==> config.mk <==
export PLATFORM = sky130hd
export DESIGN_NAME = tlot_cfg
export DESIGN_NICKNAME = d
export VERILOG_FILES = /design/src/hdl/traffic_loop_occupancy_tracker_assert.svh /design/src/hdl/tlot_pkg.sv /design/src/hdl/tlot_cfg.sv
export SDC_FILE = /design/constraint.sdc
export NUM_CORES = 1
export LEC_CHECK = 0
export BUFFER_PORTS_ARGS = -buffer_cell sky130_fd_sc_hd__buf_2
export CAP_MARGIN = 20
export CORE_ASPECT_RATIO = 2
export CORE_MARGIN = 2
export CORE_UTILIZATION = 46
export CTS_BUF_LIST = sky130_fd_sc_hd__clkbuf_8
export DETAILED_ROUTE_END_ITERATION = 8
export PLACE_DENSITY_LB_ADDON = 0.12
export RECOVER_POWER = 25
export SKIP_LAST_GASP = 1
export SYNTH_ARGS = -nofsm -noshare
export SYNTH_HDL_FRONTEND = slang
export SYNTH_SLANG_ARGS = --single-unit
==> constraint.sdc <==
create_clock -name i_clk -period 0.8 [get_ports i_clk]
set_input_delay 0.08 -clock i_clk [delete_from_list [all_inputs] [get_ports i_clk]]
set_output_delay 0.08 -clock i_clk [all_outputs]
set_load 0.01 [all_outputs]
==> src/hdl/traffic_loop_occupancy_tracker_assert.svh <==
// ----------------------------------------------------------------------------
// Assertion macros for the loop occupancy tracker
// Clocked property checks, compiled out when NO_ASSERTIONS is defined.
// ----------------------------------------------------------------------------
`ifndef TRAFFIC_LOOP_OCCUPANCY_TRACKER_ASSERT_SVH
`define TRAFFIC_LOOP_OCCUPANCY_TRACKER_ASSERT_SVH

`ifndef NO_ASSERTIONS
// property checked at every rising edge outside reset
`define TLOT_ASSERT(name, clk, rst_n, prop, msg) \
    name: assert property (@(posedge clk) disable iff (!rst_n) prop) else $error(msg);
// implication from a trigger to a condition in the following cycle
`define TLOT_ASSERT_NEXT(name, clk, rst_n, trig, cond, msg) \
    name: assert property (@(posedge clk) disable iff (!rst_n) (trig) |=> (cond)) \
        else $error(msg);
`else
`define TLOT_ASSERT(name, clk, rst_n, prop, msg)
`define TLOT_ASSERT_NEXT(name, clk, rst_n, trig, cond, msg)
`endif

`endif

==> src/hdl/tlot_pkg.sv <==
// ----------------------------------------------------------------------------
// tlot_pkg
// Types and constants shared by the loop occupancy tracker modules.
// ----------------------------------------------------------------------------
package tlot_pkg;

    localparam int IN_TDATA_W  = 72;
    localparam int OUT_TDATA_W = 120;
    localparam int TUSER_W     = 2;
    localparam int CFG_IDX_W   = 2;
    localparam int CFG_DATA_W  = 16;

    localparam logic [7:0]  COUNT_MAX   = 8'hFF;
    localparam logic [15:0] TICKS_MAX   = 16'hFFFF;
    localparam logic [15:0] ACCUM_STEP  = 16'd10;
    localparam logic [15:0] Q15_ONE     = 16'h8000;

    localparam logic [15:0] ALPHA_RESET  = 16'd8192;
    localparam logic [15:0] GAP_LIM_RST  = 16'd600;
    localparam logic [15:0] PERIOD_RESET = 16'd1000;

    localparam logic [CFG_IDX_W-1:0] CFG_ALPHA_RISE = 2'd0;
    localparam logic [CFG_IDX_W-1:0] CFG_ALPHA_FALL = 2'd1;
    localparam logic [CFG_IDX_W-1:0] CFG_GAP_LIMIT  = 2'd2;
    localparam logic [CFG_IDX_W-1:0] CFG_PERIOD_MS  = 2'd3;

    typedef enum logic [1:0] {
        MODE_SAMPLE = 2'd0,
        MODE_TICK   = 2'd1,
        MODE_STATUS = 2'd2
    } t_mode;

    typedef struct packed {
        logic [15:0] alpha_rise;
        logic [15:0] alpha_fall;
        logic [15:0] gap_limit;
        logic [15:0] period_ms;
    } t_cfg;

    typedef struct packed {
        t_mode       mode;
        logic        occupied_in;
        logic [39:0] time_ms;
        logic [7:0]  quality_in;
        logic [15:0] error_in;
    } t_item;

    // MSB first: packs to tdata with occupied_now in bit 0
    typedef struct packed {
        logic [15:0] error_out;
        logic [7:0]  quality_out;
        logic [15:0] smoothed_occupancy;
        logic [15:0] occupancy;
        logic [15:0] occupied_ticks;
        logic [15:0] last_gap_ticks;
        logic [15:0] gap_ticks;
        logic [7:0]  vehicle_count;
        logic        occupied_now;
    } t_result;

endpackage

==> src/hdl/tlot_cfg.sv <==
// ----------------------------------------------------------------------------
// tlot_cfg
// Configuration register file, written through a plain write port.
// ----------------------------------------------------------------------------
module tlot_cfg
    import tlot_pkg::*;
(
    input  logic                  i_clk,
    input  logic                  i_rst_n,
    input  logic                  i_cfg_wen,
    input  logic [CFG_IDX_W-1:0]  i_cfg_idx,
    input  logic [CFG_DATA_W-1:0] i_cfg_wdata,
    output t_cfg                  o_cfg
);

    t_cfg r_cfg;

    always_ff @(posedge i_clk) begin
        if (!i_rst_n) begin
            r_cfg.alpha_rise <= ALPHA_RESET;
            r_cfg.alpha_fall <= ALPHA_RESET;
            r_cfg.gap_limit  <= GAP_LIM_RST;
            r_cfg.period_ms  <= PERIOD_RESET;
        end else if (i_cfg_wen) begin
            unique case (i_cfg_idx)
                CFG_ALPHA_RISE: r_cfg.alpha_rise <= i_cfg_wdata;
                CFG_ALPHA_FALL: r_cfg.alpha_fall <= i_cfg_wdata;
                CFG_GAP_LIMIT:  r_cfg.gap_limit  <= i_cfg_wdata;
                CFG_PERIOD_MS:  r_cfg.period_ms  <= i_cfg_wdata;
                default: ;
            endcase
        end
    end

    assign o_cfg = r_cfg;

endmodule

==> metrics <==
die area 6036 µm²; CP Max Fanout 2; max FFs per register 64; largest cells by area after synthesis dfxtp_1, mux2i_1, nand2_1; largest family of logic cells by synthesized area multiplexers; Post-synth top flop dfxtp_1; standard-cell rows 37; Tmin final 0.8605 ns; ys async rst share 0; leak pwr 1.865 nW; largest net degree at the start of global routing 42; Critical Path Sink Type output port; Synth Area in XOR/XNOR 0; number of fill cells in the layout 385; Yosys warnings 0; worst reg2reg path depth 3; sequential share of the synthesized area 0.5161; IO Port Bufs 84; synthesized instance count 243; power per cell area 1888 nW/µm²; footprint of the multi-input gates 1066 µm²; final period utilization 1.076; wl on met1 2375 µm; commonest cells in the netlist nand2_1, dfxtp_1, mux2i_1; CTS tree built; synth unique cells 19; Avg Cell Area, Syn 10.22 µm²; mux contribution to synthesized area 0.2419; WP depth 1; most frequent cell after synthesis nand2_1; P&R area growth vs syn 52.77%; clock transition at the registers of the reported paths 0.07 ns; area leader, netlist dfxtp_1; antenna-violating nets left 0; Crit Path Class reg -> out; dpl hpwl 3921 µm; Max Used Layer met4; total grt overflow 0; Synth Area in Compound Gates 0.01210; Fin Hold WS 0.03629 ns; Worst EP arrival 0.78 ns; Hold Path Class in -> reg; hold_buf cts 0; final count of negative-setup-slack endpoints 64; vias in the first global route 1973; FF+latch area 1358 µm²; f_max 1162 MHz; first-pass GRT wire length 9183 µm; final clock skew 0 ns; post-route setup slack -0.06050 ns; CP required 0.72 ns; Starting Density 0.4788; Critical Path Max Stage Delay 0.35 ns; DR WL/cell 14.16 µm; die height 107.9 µm; Nets 367; DR WL met2 3096 µm; syn_nets 264; synthesized cell area 2482 µm²; Slew HR 0.8382; Post-synth EDFFs 0; status complete, but fails checks; antenna violations before repair 0; 1st-iter DRT viols 36; worst slew pin tran 0.2427 ns; Critical-path top delay cell dfxtp_2; fin. max-slew vios 0; Final Hold Viols 0; Root Driver clkbuf_8; diode count 0; Synth top area share 0.5161; # clock sinks 64; share of cells above drive strength 1 0.5356; Total Routed Length 5790 µm; RSZ-0062 raised after global routing true; register bit total from synthesis 64; VDD IR max 1.588 mV; Clock Latency Late Sink 0.33 ns; gp weighted congestion 0.7261; CTS buffer count 9; Max Root-Sink Buffers 2; Synth Area in Adders 0; CTS HTree Levels 3; Final Non-Filler Cells 409; Vias 1977; hold path cells 3; metal3 WL 249 µm; WP buf/inv 1; # IOs 85; via density per instance 4.834; core area 5185 µm²; Die W 55.95 µm; cells along the critical path buf_6; failing checks setup timing; DP Cell Count 383; DR pass1 iterations 4; # DRC 0; max_cap viols 0; Post-Synth Simple-Gate Area 0.1754; Setup TNS Final -2.969 ns; Crit path max-delay family flip-flops; gr usage total 0.1969; Critical Path Source Type flop
-- layer usage --
metal | vias up | GRT usage
met5 | - | 0
met4 | 0 | 0.08673
met3 | 6 | 0.04567
met2 | 50 | 0.3461
met1 | 911 | 0.2241
li1 | 1010 | -
-- placed cells by master (no fill, tap or decap), types with 2 or more instances in the layout --
| master | count |
|---|---|
| o211ai_1 | 4 |
| dfxtp_1 | 3 |
| buf_6 | 64 |
| nand4_1 | 3 |
| clkinv_2 | 3 |
| dfxtp_2 | 61 |
| nand2_1 | 68 |
| clkbuf_8 | 9 |
| buf_2 | 19 |
| and3b_1 | 2 |
| mux2i_1 | 60 |
| bufinv_16 | 2 |
| buf_4 | 21 |
| buf_12 | 4 |
| inv_1 | 5 |
| nor2b_1 | 12 |
-- metrics by stage --
step	area [µm²]	utilization	total power, mW	worst slack (ns)
floorplan	2491	-	3.825	-0.03066
global placement	3050	0.5883	4.107	-0.1899
detailed placement	3050	0.5883	4.114	-0.2360
CTS	3742	0.7218	7.203	-0.08014
global route	3792	0.7314	7.423	-0.09066
finish	3792	0.7314	7.162	-0.06050
-- logic make-up after synthesis --
group / count (synthesis)
and+or+nand+nor: 92
DFF: 64
muxes: 60
buffers and inverters: 23
AOI/OAI and AO/OA: 4
-- power by group --
part           internal, mW  total [mW]  switching (mW)  leakage, nW
sequential             3.32        3.41          0.0864        0.538
combinational         0.455       0.823           0.368         1.21
clock                  1.73        2.93            1.20        0.114
total                  5.51        7.16            1.65         1.87
-- area by class of cell --
cell class              count  share of cell area
multi-input cells         156              0.2811
well taps                  58             0.01914
inverters                   4            0.003959
repair buffers            111              0.2821
clock inverters             7             0.02309
flip-flops and latches     64              0.3580
clock buffers               9             0.03266
-- worst register-to-register path, stage by stage (launching register included) --
cell,delay [ns]
dfxtp_2,0.33
buf_4,0.12
nor2b_1,0.09
mux2i_1,0.06
-- what timing repair did --
action | in CTS | in global routing
pin swaps | 0 | 0
setup buffers | 0 | 10
gates resized for setup | 128 | 0
cloned | 0 | 0
setup endpoints to repair | 64 | 64
-- path summary, 6_finish.rpt --
check | from | endpoint | slack (ns)
worst max-delay path | o_cfg[10] | o_cfg[10] | -0.06
worst min-delay path | i_cfg_wdata[3] | o_cfg[35] | 0.04
worst max register to register | o_cfg[22] | o_cfg[22] | 0.08
worst min register to register | o_cfg[33] | o_cfg[33] | 0.47
No activity file was read; power rests on OpenSTA's default activity.
